<file path="src/hdl/msfd_pkg.sv">
// Shared types, constants and helpers of the multi-server FCFS dispatcher.
// Used by msfd_ctrl, msfd_dp and the top level multi_server_fcfs_dispatcher.
// No dependencies.
package msfd_pkg;

  // Server pool size. The minimum search tree assumes a multiple of eight.
  localparam int SRV_NUM   = 16;
  localparam int SRV_IDX_W = $clog2(SRV_NUM);
  localparam int SRV_CNT_W = $clog2(SRV_NUM + 1);

  // Field widths.
  localparam int TIME_W = 20;
  localparam int SVC_W  = 8;
  localparam int CNT_W  = 16;
  localparam int SUM_W  = 32;

  // Configuration port.
  localparam int CFG_IDX_W   = 1;
  localparam int CFG_DATA_W  = 8;
  localparam int CFG_COUNT_W = 5;

  localparam logic [CFG_IDX_W-1:0] CFG_SERVER_COUNT = 1'b0;
  localparam logic [CFG_IDX_W-1:0] CFG_SERVICE_CAP  = 1'b1;

  localparam logic [CFG_COUNT_W-1:0] COUNT_RESET = 5'd1;
  localparam logic [SVC_W-1:0]       CAP_RESET   = 8'd60;

  localparam logic [TIME_W-1:0] TIME_MAX = {TIME_W{1'b1}};
  localparam logic [CNT_W-1:0]  CNT_MAX  = {CNT_W{1'b1}};
  localparam logic [SUM_W-1:0]  SUM_MAX  = {SUM_W{1'b1}};

  // Commands from the controller to the datapath.
  typedef struct packed {
    logic load;     // latch an accepted job
    logic srch1;    // free test and first level of the minimum tree
    logic srch2;    // two more tree levels
    logic srch3;    // final pick, start and wait
    logic commit;   // update server state and statistics, load result
  } msfd_cmd_t;

  // One candidate in the earliest-finish search.
  typedef struct packed {
    logic                 vld;
    logic [SRV_IDX_W-1:0] idx;
    logic [TIME_W-1:0]    val;
  } msfd_cand_t;

  // Keeps the lower-indexed candidate a unless b is valid and strictly earlier.
  function automatic msfd_cand_t cand_min(input msfd_cand_t a, input msfd_cand_t b);
    msfd_cand_t r;
    if (b.vld && (!a.vld || (b.val < a.val))) begin
      r = b;
    end else begin
      r = a;
    end
    return r;
  endfunction

endpackage

</file>
<file path="src/hdl/msfd_ctrl.sv">
// Controller of the multi-server FCFS dispatcher: job sequencing and the
// result valid flag. Depends on msfd_pkg.
module msfd_ctrl import msfd_pkg::*; (
  input  logic      clk,
  input  logic      rst_n,
  input  logic      in_valid,
  output logic      in_stall,
  output logic      out_valid,
  input  logic      out_stall,
  output msfd_cmd_t cmd
);

  localparam logic [2:0] ST_IDLE = 3'd0;
  localparam logic [2:0] ST_S1   = 3'd1;
  localparam logic [2:0] ST_S2   = 3'd2;
  localparam logic [2:0] ST_S3   = 3'd3;
  localparam logic [2:0] ST_UPD  = 3'd4;

  logic [2:0] state_r, state_nxt;
  logic       out_valid_r, out_valid_nxt;
  logic       out_free;

  // The result register can take a new result when empty or being drained.
  assign out_free = !out_valid_r || !out_stall;

  // Next state and commands.
  always_comb begin
    state_nxt = state_r;
    cmd       = '0;
    case (state_r)
      ST_IDLE: begin
        if (in_valid) begin
          cmd.load  = 1'b1;
          state_nxt = ST_S1;
        end
      end
      ST_S1: begin
        cmd.srch1 = 1'b1;
        state_nxt = ST_S2;
      end
      ST_S2: begin
        cmd.srch2 = 1'b1;
        state_nxt = ST_S3;
      end
      ST_S3: begin
        cmd.srch3 = 1'b1;
        state_nxt = ST_UPD;
      end
      ST_UPD: begin
        if (out_free) begin
          cmd.commit = 1'b1;
          state_nxt  = ST_IDLE;
        end
      end
      default: begin
        state_nxt = ST_IDLE;
      end
    endcase
  end

  // Result valid: set by a commit, cleared by an output transfer.
  always_comb begin
    out_valid_nxt = out_valid_r;
    if (cmd.commit) begin
      out_valid_nxt = 1'b1;
    end else if (out_valid_r && !out_stall) begin
      out_valid_nxt = 1'b0;
    end
  end

  always_ff @(posedge clk) begin
    if (!rst_n) begin
      state_r     <= ST_IDLE;
      out_valid_r <= 1'b0;
    end else begin
      state_r     <= state_nxt;
      out_valid_r <= out_valid_nxt;
    end
  end

  assign in_stall  = (state_r != ST_IDLE);
  assign out_valid = out_valid_r;

`ifndef ASSERT_OFF
  // An accepted job always starts the search in the next cycle.
  a_accept_search: assert property (@(posedge clk) disable iff (!rst_n)
    (in_valid && !in_stall) |=> (state_r == ST_S1))
    else $error("accepted job did not enter the search");

  // A commit always presents a result in the next cycle.
  a_commit_valid: assert property (@(posedge clk) disable iff (!rst_n)
    cmd.commit |=> out_valid_r)
    else $error("commit without a valid result");

  // A commit never overwrites a result that is still stalled.
  a_no_overwrite: assert property (@(posedge clk) disable iff (!rst_n)
    cmd.commit |-> !(out_valid_r && out_stall))
    else $error("result overwritten while stalled");

  // The search stages run without pause.
  a_search_flow: assert property (@(posedge clk) disable iff (!rst_n)
    (state_r == ST_S2) |=> (state_r == ST_S3))
    else $error("search stage skipped or held");
`endif

endmodule

</file>
<file path="src/hdl/msfd_dp.sv">
// Datapath of the multi-server FCFS dispatcher: configuration registers,
// server state, staged server search, statistics and result register.
// Depends on msfd_pkg.
module msfd_dp import msfd_pkg::*; (
  input  logic                   clk,
  input  logic                   rst_n,
  input  msfd_cmd_t              cmd,
  input  logic                   cfg_we,
  input  logic [CFG_IDX_W-1:0]   cfg_idx,
  input  logic [CFG_DATA_W-1:0]  cfg_wdata,
  input  logic [TIME_W-1:0]      in_arrival_time,
  input  logic [SVC_W-1:0]       in_service_time,
  output logic [SRV_IDX_W-1:0]   out_server_index,
  output logic [TIME_W-1:0]      out_wait_time,
  output logic [TIME_W-1:0]      out_finish_time,
  output logic [CNT_W-1:0]       out_server_jobs,
  output logic [SUM_W-1:0]       out_total_wait,
  output logic [TIME_W-1:0]      out_longest_wait,
  output logic [TIME_W-1:0]      out_latest_finish,
  output logic [CNT_W-1:0]       out_jobs_so_far,
  output logic                   out_overflow
);

  localparam int L1_NUM = SRV_NUM / 2;

  // Configuration registers.
  logic [CFG_COUNT_W-1:0] cfg_count_r;
  logic [SVC_W-1:0]       cfg_cap_r;

  // Current job.
  logic [TIME_W-1:0]    arr_r;
  logic [SVC_W-1:0]     svc_r, svc_nxt;
  logic [SRV_CNT_W-1:0] n_r, n_nxt;

  // Per-server state.
  logic [TIME_W-1:0] free_at_r [SRV_NUM];
  logic [CNT_W-1:0]  served_r  [SRV_NUM];

  // Running statistics.
  logic [SUM_W-1:0]  wait_sum_r;
  logic [TIME_W-1:0] wait_peak_r, finish_peak_r;
  logic [CNT_W-1:0]  job_count_r;
  logic              sat_r;

  // Search pipeline.
  logic [SRV_NUM-1:0]   free_vec;
  logic                 found_r;
  logic [SRV_IDX_W-1:0] first_r, first_nxt;
  msfd_cand_t           lvl1_r [L1_NUM];
  msfd_cand_t           lvl1_nxt [L1_NUM];
  msfd_cand_t           lvl2_r [2];
  msfd_cand_t           lvl2_nxt [2];
  msfd_cand_t           best;
  logic [SRV_IDX_W-1:0] pick_r, pick_nxt;
  logic [TIME_W-1:0]    start_r, start_nxt;
  logic [TIME_W-1:0]    wait_r;

  // Commit arithmetic.
  logic [TIME_W:0]    fin_sum;
  logic [TIME_W-1:0]  fin;
  logic               fin_ovf;
  logic [CNT_W-1:0]   served_pick, served_nxt;
  logic               served_full;
  logic [SUM_W:0]     sum_ext;
  logic [SUM_W-1:0]   wait_sum_nxt;
  logic               sum_ovf;
  logic [CNT_W-1:0]   job_count_nxt;
  logic               jobs_full;
  logic [TIME_W-1:0]  wait_peak_nxt, finish_peak_nxt;
  logic               sat_nxt;

  // Configuration writes.
  always_ff @(posedge clk) begin
    if (!rst_n) begin
      cfg_count_r <= COUNT_RESET;
      cfg_cap_r   <= CAP_RESET;
    end else if (cfg_we) begin
      case (cfg_idx)
        CFG_SERVER_COUNT: cfg_count_r <= cfg_wdata[CFG_COUNT_W-1:0];
        CFG_SERVICE_CAP:  cfg_cap_r   <= cfg_wdata[SVC_W-1:0];
        default: ;
      endcase
    end
  end

  // Job intake: clamp the service time and the active server count.
  always_comb begin
    svc_nxt = (in_service_time > cfg_cap_r) ? cfg_cap_r : in_service_time;
    if (cfg_count_r == '0) begin
      n_nxt = SRV_CNT_W'(1);
    end else if (cfg_count_r > SRV_NUM) begin
      n_nxt = SRV_CNT_W'(SRV_NUM);
    end else begin
      n_nxt = SRV_CNT_W'(cfg_count_r);
    end
  end

  always_ff @(posedge clk) begin
    if (cmd.load) begin
      arr_r <= in_arrival_time;
      svc_r <= svc_nxt;
      n_r   <= n_nxt;
    end
  end

  // Stage one: which active servers are free, the first of them, and the
  // first level of the earliest-finish tree.
  always_comb begin
    for (int i = 0; i < SRV_NUM; i++) begin
      free_vec[i] = (SRV_CNT_W'(i) < n_r) && (free_at_r[i] <= arr_r);
    end
    first_nxt = '0;
    for (int i = SRV_NUM - 1; i >= 0; i--) begin
      if (free_vec[i]) begin
        first_nxt = SRV_IDX_W'(i);
      end
    end
    for (int j = 0; j < L1_NUM; j++) begin
      lvl1_nxt[j] = cand_min(
        '{vld: (SRV_CNT_W'(2 * j) < n_r), idx: SRV_IDX_W'(2 * j), val: free_at_r[2 * j]},
        '{vld: (SRV_CNT_W'(2 * j + 1) < n_r), idx: SRV_IDX_W'(2 * j + 1),
          val: free_at_r[2 * j + 1]});
    end
  end

  // Stage two: two more tree levels, down to two candidates.
  always_comb begin
    for (int k = 0; k < 2; k++) begin
      lvl2_nxt[k] = lvl1_r[k * (L1_NUM / 2)];
      for (int m = 1; m < L1_NUM / 2; m++) begin
        lvl2_nxt[k] = cand_min(lvl2_nxt[k], lvl1_r[k * (L1_NUM / 2) + m]);
      end
    end
  end

  // Stage three: final pick, start of service and wait.
  always_comb begin
    best      = cand_min(lvl2_r[0], lvl2_r[1]);
    pick_nxt  = found_r ? first_r : best.idx;
    start_nxt = found_r ? arr_r : best.val;
  end

  always_ff @(posedge clk) begin
    if (cmd.srch1) begin
      found_r <= |free_vec;
      first_r <= first_nxt;
      for (int j = 0; j < L1_NUM; j++) begin
        lvl1_r[j] <= lvl1_nxt[j];
      end
    end
    if (cmd.srch2) begin
      lvl2_r[0] <= lvl2_nxt[0];
      lvl2_r[1] <= lvl2_nxt[1];
    end
    if (cmd.srch3) begin
      pick_r  <= pick_nxt;
      start_r <= start_nxt;
      wait_r  <= start_nxt - arr_r;
    end
  end

  // Commit: finish time, counters and statistics, all saturating.
  always_comb begin
    fin_sum     = {1'b0, start_r} + {{(TIME_W + 1 - SVC_W){1'b0}}, svc_r};
    fin_ovf     = fin_sum[TIME_W];
    fin         = fin_ovf ? TIME_MAX : fin_sum[TIME_W-1:0];

    served_pick = served_r[pick_r];
    served_full = (served_pick == CNT_MAX);
    served_nxt  = served_full ? served_pick : served_pick + 1'b1;

    sum_ext      = {1'b0, wait_sum_r} + {{(SUM_W + 1 - TIME_W){1'b0}}, wait_r};
    sum_ovf      = sum_ext[SUM_W];
    wait_sum_nxt = sum_ovf ? SUM_MAX : sum_ext[SUM_W-1:0];

    jobs_full     = (job_count_r == CNT_MAX);
    job_count_nxt = jobs_full ? job_count_r : job_count_r + 1'b1;

    wait_peak_nxt   = (wait_r > wait_peak_r) ? wait_r : wait_peak_r;
    finish_peak_nxt = (fin > finish_peak_r) ? fin : finish_peak_r;

    sat_nxt = sat_r | fin_ovf | served_full | sum_ovf | jobs_full;
  end

  // Server and statistics state, cleared by reset.
  always_ff @(posedge clk) begin
    if (!rst_n) begin
      for (int i = 0; i < SRV_NUM; i++) begin
        free_at_r[i] <= '0;
        served_r[i]  <= '0;
      end
      wait_sum_r    <= '0;
      wait_peak_r   <= '0;
      finish_peak_r <= '0;
      job_count_r   <= '0;
      sat_r         <= 1'b0;
    end else if (cmd.commit) begin
      free_at_r[pick_r] <= fin;
      served_r[pick_r]  <= served_nxt;
      wait_sum_r        <= wait_sum_nxt;
      wait_peak_r       <= wait_peak_nxt;
      finish_peak_r     <= finish_peak_nxt;
      job_count_r       <= job_count_nxt;
      sat_r             <= sat_nxt;
    end
  end

  // Result register.
  always_ff @(posedge clk) begin
    if (cmd.commit) begin
      out_server_index  <= pick_r;
      out_wait_time     <= wait_r;
      out_finish_time   <= fin;
      out_server_jobs   <= served_nxt;
      out_total_wait    <= wait_sum_nxt;
      out_longest_wait  <= wait_peak_nxt;
      out_latest_finish <= finish_peak_nxt;
      out_jobs_so_far   <= job_count_nxt;
      out_overflow      <= sat_nxt;
    end
  end

`ifndef ASSERT_OFF
  // A free server found in stage one means no wait.
  a_free_no_wait: assert property (@(posedge clk) disable iff (!rst_n)
    (cmd.srch3 && found_r) |=> (wait_r == '0))
    else $error("job waited although a server was free");

  // The chosen server is always one of the active ones.
  a_pick_active: assert property (@(posedge clk) disable iff (!rst_n)
    cmd.commit |-> (SRV_CNT_W'(pick_r) < n_r))
    else $error("job sent to an inactive server");

  // The overflow flag never clears once set.
  a_sat_sticky: assert property (@(posedge clk) disable iff (!rst_n)
    sat_r |=> sat_r)
    else $error("overflow flag cleared");
`endif

endmodule

</file>
<file path="src/hdl/multi_server_fcfs_dispatcher.sv">
// Top level of the multi-server FCFS dispatcher.
// Depends on msfd_pkg, msfd_ctrl and msfd_dp.
//
// Usage: jobs enter on the in_ channel (arrival time, requested service time)
// as valid/stall transfers, in arrival order. Each job yields one result on
// the out_ channel: chosen server, wait, finish time, that server's job count
// and the running wait, finish and job statistics with a sticky overflow flag.
// The cfg_ port writes the active server count (index 0) and the service cap
// (index 1); write it only while no job is in flight.
// A result is registered at commit, which follows the search states S1, S2 and S3.
// A job is taken only while the block is idle; the next job is taken in the cycle
// after the previous one commits. The pace is set by the staged search over
// the sixteen server finish times (free test with the first tree level, two more
// levels, final pick) and the commit step that updates the chosen server.
// A stalled result holds in the output register; a following job runs its
// search meanwhile and waits at commit until the result is taken.
// Reset (synchronous, active low) clears all server times, counts and
// statistics, sets one active server and a cap of 60 minutes.
module multi_server_fcfs_dispatcher import msfd_pkg::*; (
  input  logic                   clk,
  input  logic                   rst_n,
  input  logic                   cfg_we,
  input  logic [CFG_IDX_W-1:0]   cfg_idx,
  input  logic [CFG_DATA_W-1:0]  cfg_wdata,
  input  logic                   in_valid,
  output logic                   in_stall,
  input  logic [TIME_W-1:0]      in_arrival_time,
  input  logic [SVC_W-1:0]       in_service_time,
  output logic                   out_valid,
  input  logic                   out_stall,
  output logic [SRV_IDX_W-1:0]   out_server_index,
  output logic [TIME_W-1:0]      out_wait_time,
  output logic [TIME_W-1:0]      out_finish_time,
  output logic [CNT_W-1:0]       out_server_jobs,
  output logic [SUM_W-1:0]       out_total_wait,
  output logic [TIME_W-1:0]      out_longest_wait,
  output logic [TIME_W-1:0]      out_latest_finish,
  output logic [CNT_W-1:0]       out_jobs_so_far,
  output logic                   out_overflow
);

  msfd_cmd_t cmd;

  // Sequencing and handshakes.
  msfd_ctrl u_ctrl (
    .clk       (clk),
    .rst_n     (rst_n),
    .in_valid  (in_valid),
    .in_stall  (in_stall),
    .out_valid (out_valid),
    .out_stall (out_stall),
    .cmd       (cmd)
  );

  // State, search and statistics.
  msfd_dp u_dp (
    .clk               (clk),
    .rst_n             (rst_n),
    .cmd               (cmd),
    .cfg_we            (cfg_we),
    .cfg_idx           (cfg_idx),
    .cfg_wdata         (cfg_wdata),
    .in_arrival_time   (in_arrival_time),
    .in_service_time   (in_service_time),
    .out_server_index  (out_server_index),
    .out_wait_time     (out_wait_time),
    .out_finish_time   (out_finish_time),
    .out_server_jobs   (out_server_jobs),
    .out_total_wait    (out_total_wait),
    .out_longest_wait  (out_longest_wait),
    .out_latest_finish (out_latest_finish),
    .out_jobs_so_far   (out_jobs_so_far),
    .out_overflow      (out_overflow)
  );

endmodule

</file>
<file path="config.mk">
export PLATFORM = sky130hd
export DESIGN_NAME = multi_server_fcfs_dispatcher
export DESIGN_NICKNAME = d
export VERILOG_FILES = /design/src/hdl/msfd_pkg.sv /design/src/hdl/msfd_ctrl.sv /design/src/hdl/msfd_dp.sv /design/src/hdl/multi_server_fcfs_dispatcher.sv
export SDC_FILE = /design/constraint.sdc
export NUM_CORES = 2
export LEC_CHECK = 0
export BUFFER_PORTS_ARGS = -buffer_cell sky130_fd_sc_hd__buf_4
export CAP_MARGIN = 10
export CELL_PAD_IN_SITES_DETAIL_PLACEMENT = 0
export CELL_PAD_IN_SITES_GLOBAL_PLACEMENT = 1
export CORE_ASPECT_RATIO = 0.9
export CORE_UTILIZATION = 30
export CTS_BUF_LIST = sky130_fd_sc_hd__clkbuf_8 sky130_fd_sc_hd__clkbuf_16
export DETAILED_ROUTE_END_ITERATION = 12
export PLACE_DENSITY_LB_ADDON = 0.08
export SYNTH_ARGS = -nofsm -noshare
export SYNTH_HDL_FRONTEND = slang
export SYNTH_HIERARCHICAL = 1
export SYNTH_SLANG_ARGS = --single-unit
</file>
<file path="constraint.sdc">
create_clock -name clk -period 20.3 [get_ports clk]
set_input_delay 4.06 -clock clk [delete_from_list [all_inputs] [get_ports clk]]
set_output_delay 4.06 -clock clk [all_outputs]
set_load 0.01 [all_outputs]
</file>
==> results.md <==
* Syn_nets at 6368
* Leakage at 30.7 nW
* Hold Crit Start: u_dp/wait_peak_r[4]
* Top-count cell post-synth: edfxtp_1
* Flops & latches, synth at 1141
* ANT nets after route at 0
* Crit path top cell by count: o21ai_0
* Initial DRC count at 4100
* Non-filler cells in the finished layout at 8810
* TritonCTS buffer count at 144
* Worst hold slack at 0.473 ns
* Core area at 212000 µm²
* Post-CTS setup repair buffer count at 0
* Async S/R FF share, synth at 0%
* Status: finished, final reports clean
* Avg Cell Area, Syn at 11.4 µm²
* I/O pins at 193
* Worst-case clock buffer depth at 3
* WHS Path Cells at 2
* Flop pwr share at 43.3%
* Critical R2R Capture: u_dp/lvl2_r[0][8]
* Ranking of synthesized cells by area: edfxtp_1, ha_1, nor2_1
* Critical Path Stages at 25
* Clock-pin slew on the worst setup and hold paths at 0.06 ns
* Critical Path End Type: flip-flop
* Max-slew violation count at 0
* Port Buffer Count at 192
* Max Fanout on Critical Path at 22
* YS warnings at 6
* Crit Path Class: reg2reg
* Via density at 5.09
* Area delta synth->final at 15.5%
* Routability cong. at 0.846
* Die W at 490 µm
* Worst R2R Setup Slack at 11.72 ns
* Endpoint arrival time on the critical path at 9.09 ns
* Final clock period utilization by the worst path at 42.3%
* CP Buf/Inv Count at 3
* # fillers at 20.9k
* Antenna violations before repair at 47
* WL final at 238000 µm
* Setup crit start kind: flip-flop
* RSZ-0062 raised after global routing: no
* Final Total Pwr at 6.40 mW
* Rows at 160
* Clk_skew at 0.0344 ns
* Critical Path RT at 20.81 ns
* Family with the most delay on the worst path: compound AO/OA/AOI/OAI gates
* Top FF cell, synth: edfxtp_1
* Via count at 44.8k
* Worst setup startpoint: u_dp/lvl1_r[0][42]
* Final worst path period need at 8.58 ns
* Post-synth EDFFs at 1031
* Synthesized instance count at 5619
* IR drop worst, VDD at 0.0628 mV
* Post-Syn Area at 64300 µm²
* P_sw at 1.89 mW
* HPWL after DPL at 169000 µm
* R2R cell count at 25
* Top post-synthesis cells by count: edfxtp_1, nor2_1, ha_1
* Cell internal pwr at 4.50 mW
* Largest area contributor in the netlist: edfxtp_1
* Max-Cap Viols at 0
* Residual DRC at 0
* Crit-path max cell delay at 0.88 ns
* Global route overflow at 0
* Detailed-route wire length per cell at 27.0 µm
* Worst min path class: reg2reg
* All-Layer GR Usage at 21.8%
* R2r startpoint: u_dp/lvl1_r[0][42]
* Headroom to the max-slew limit at 9.52%
* Yosys top cell area share at 48.2%
* Clock sink count at 1141
* Sw Ratio at 29.6%
* Clock latency on the worst-skew pair at 0.81 ns
* Placed cell count at 8533
* Worst Tran Pin Value at 1.36 ns
* Vias in the first global route at 43.7k
* CP max-delay cell: a2111oi_0
* Setup violators final at 0
* P per Cell Area at 86.2 nW/µm²
* Hold path endpoint: u_dp/wait_peak_r[4]
* Die Ht at 441 µm
* Fraction of layout cells with a size suffix above 1 at 14.6%
* Fmax at 0.117 GHz
* Post-CTS sizing at 0
* Die ar. at 216000 µm²
* CTS root buffer: clkbuf_16
* Initial Util at 30.3%
* Nets at 6593
* CTS tree: built
* Setup TNS at 0 ns
* Clock power share at 40.2%
* Post-synth cell types at 88
* H-Tree Depth at 4
* Comb power frac at 16.5%
* 1st-pass router iterations at 8
* Seq/Total Area, Yosys at 51.6%
* # hold bufs at CTS at 0
* Hold Vio Cnt, Final at 0
* Largest net degree at the start of global routing at 142
* Global-route wire length before repair at 332000 µm
-- layout by cell type (no fill, tap or decap), drive strengths merged, types with 23 or more instances in the layout --
cell type     n
edfxtp     1031
xnor2        36
xor2         43
nand3       113
dfxtp       110
and3         23
mux4         76
nand2b       48
o211ai       30
nand2       346
mux2i       138
nor2        793
a21o        187
clkinv       56
clkbuf      151
a211o        31
a211oi       32
nor3         52
o31ai        26
a21oi       227
inv         489
buf         310
nor2b        74
mux2        168
o21a         53
nand4       107
ha          704
o21ai       227
-- through the flow --
| step | utilization, % | setup WS [ns] | area (µm²) |
|---|---|---|---|
| 2_1_floorplan | - | 5.80 | 64300 |
| 3_3_place_gp | 32.8 | 11.67 | 69600 |
| 3_5_place_dp | 32.8 | 11.70 | 69600 |
| 4_1_cts | 35.0 | 11.61 | 74200 |
| 5_1_grt | 35.0 | 10.91 | 74200 |
| 6_report | 35.0 | 11.72 | 74300 |
-- power by group through the flow --
| stage | Sequential, mW | Combinational [mW] | Clock [mW] |
|---|---|---|---|
| final | 2.77 | 1.06 | 2.57 |
| after global routing | 2.78 | 1.16 | 2.73 |
| after CTS | 2.77 | 1.07 | 2.65 |
| after detailed placement | 2.82 | 1.06 | 0 |
| after global placement | 2.82 | 1.06 | 0 |
| after floorplan | 2.79 | 0.627 | 0 |
-- how the worst max path moves through the flow --
stage / to / slack, ns
after floorplan: u_dp/first_r[0] / 5.80
after global placement: u_dp/lvl2_r[0][10] / 11.67
after detailed placement: u_dp/lvl2_r[0][8] / 11.70
after CTS: u_dp/lvl2_r[0][8] / 11.61
after global routing: u_dp/lvl2_r[0][8] / 10.91
final: u_dp/lvl2_r[0][8] / 11.72
-- per-layer routing --
metal	GRT usage [%]	up-vias	share of wire (%)
li1	-	21067	-
met3	3.72	261	6.2
met5	0	-	0
met4	5.68	0	2.5
met2	32.3	1238	43
met1	32.6	22237	49
-- cell type report --
cell class                      count  area (µm²)  area share [%]
Timing Repair Buffer              310        2350            3.17
Inverter                          444        1670            2.24
Multi-Input combinational cell   3803       28800            38.8
Sequential cell                  1141       33200            44.7
Tap cell                         2835        3550            4.78
Antenna cell                        9        22.5          0.0303
Clock buffer                      151        3720            5.01
Clock inverter                    117         961            1.29
-- sequential cells by signal (all words and copies together) (netlist names), 32 cells and up, named ones only --
signal and count:
u_dp/lvl1_r 176, u_dp/out_total_wait 32, u_dp/free_at_r 320, u_dp/lvl2_r 48, u_dp/served_r 256, u_dp/wait_sum_r 32
-- logic make-up after synthesis --
logic type / synth area share (%)
adders and majority gates: 13.8
AOI/OAI and AO/OA: 9.83
muxes: 7.79
and+or+nand+nor: 11.6
DFF: 51.6
xor gates and xnor gates: 1.15
buffers and inverters: 4.19
-- tightest hold or removal path, cell delays in order (launching register included) --
cell,delay [ns]
dfxtp_1,0.31
nand2_1,0.05
mux2i_1,0.06
No activity file was read; power rests on OpenSTA's default activity.
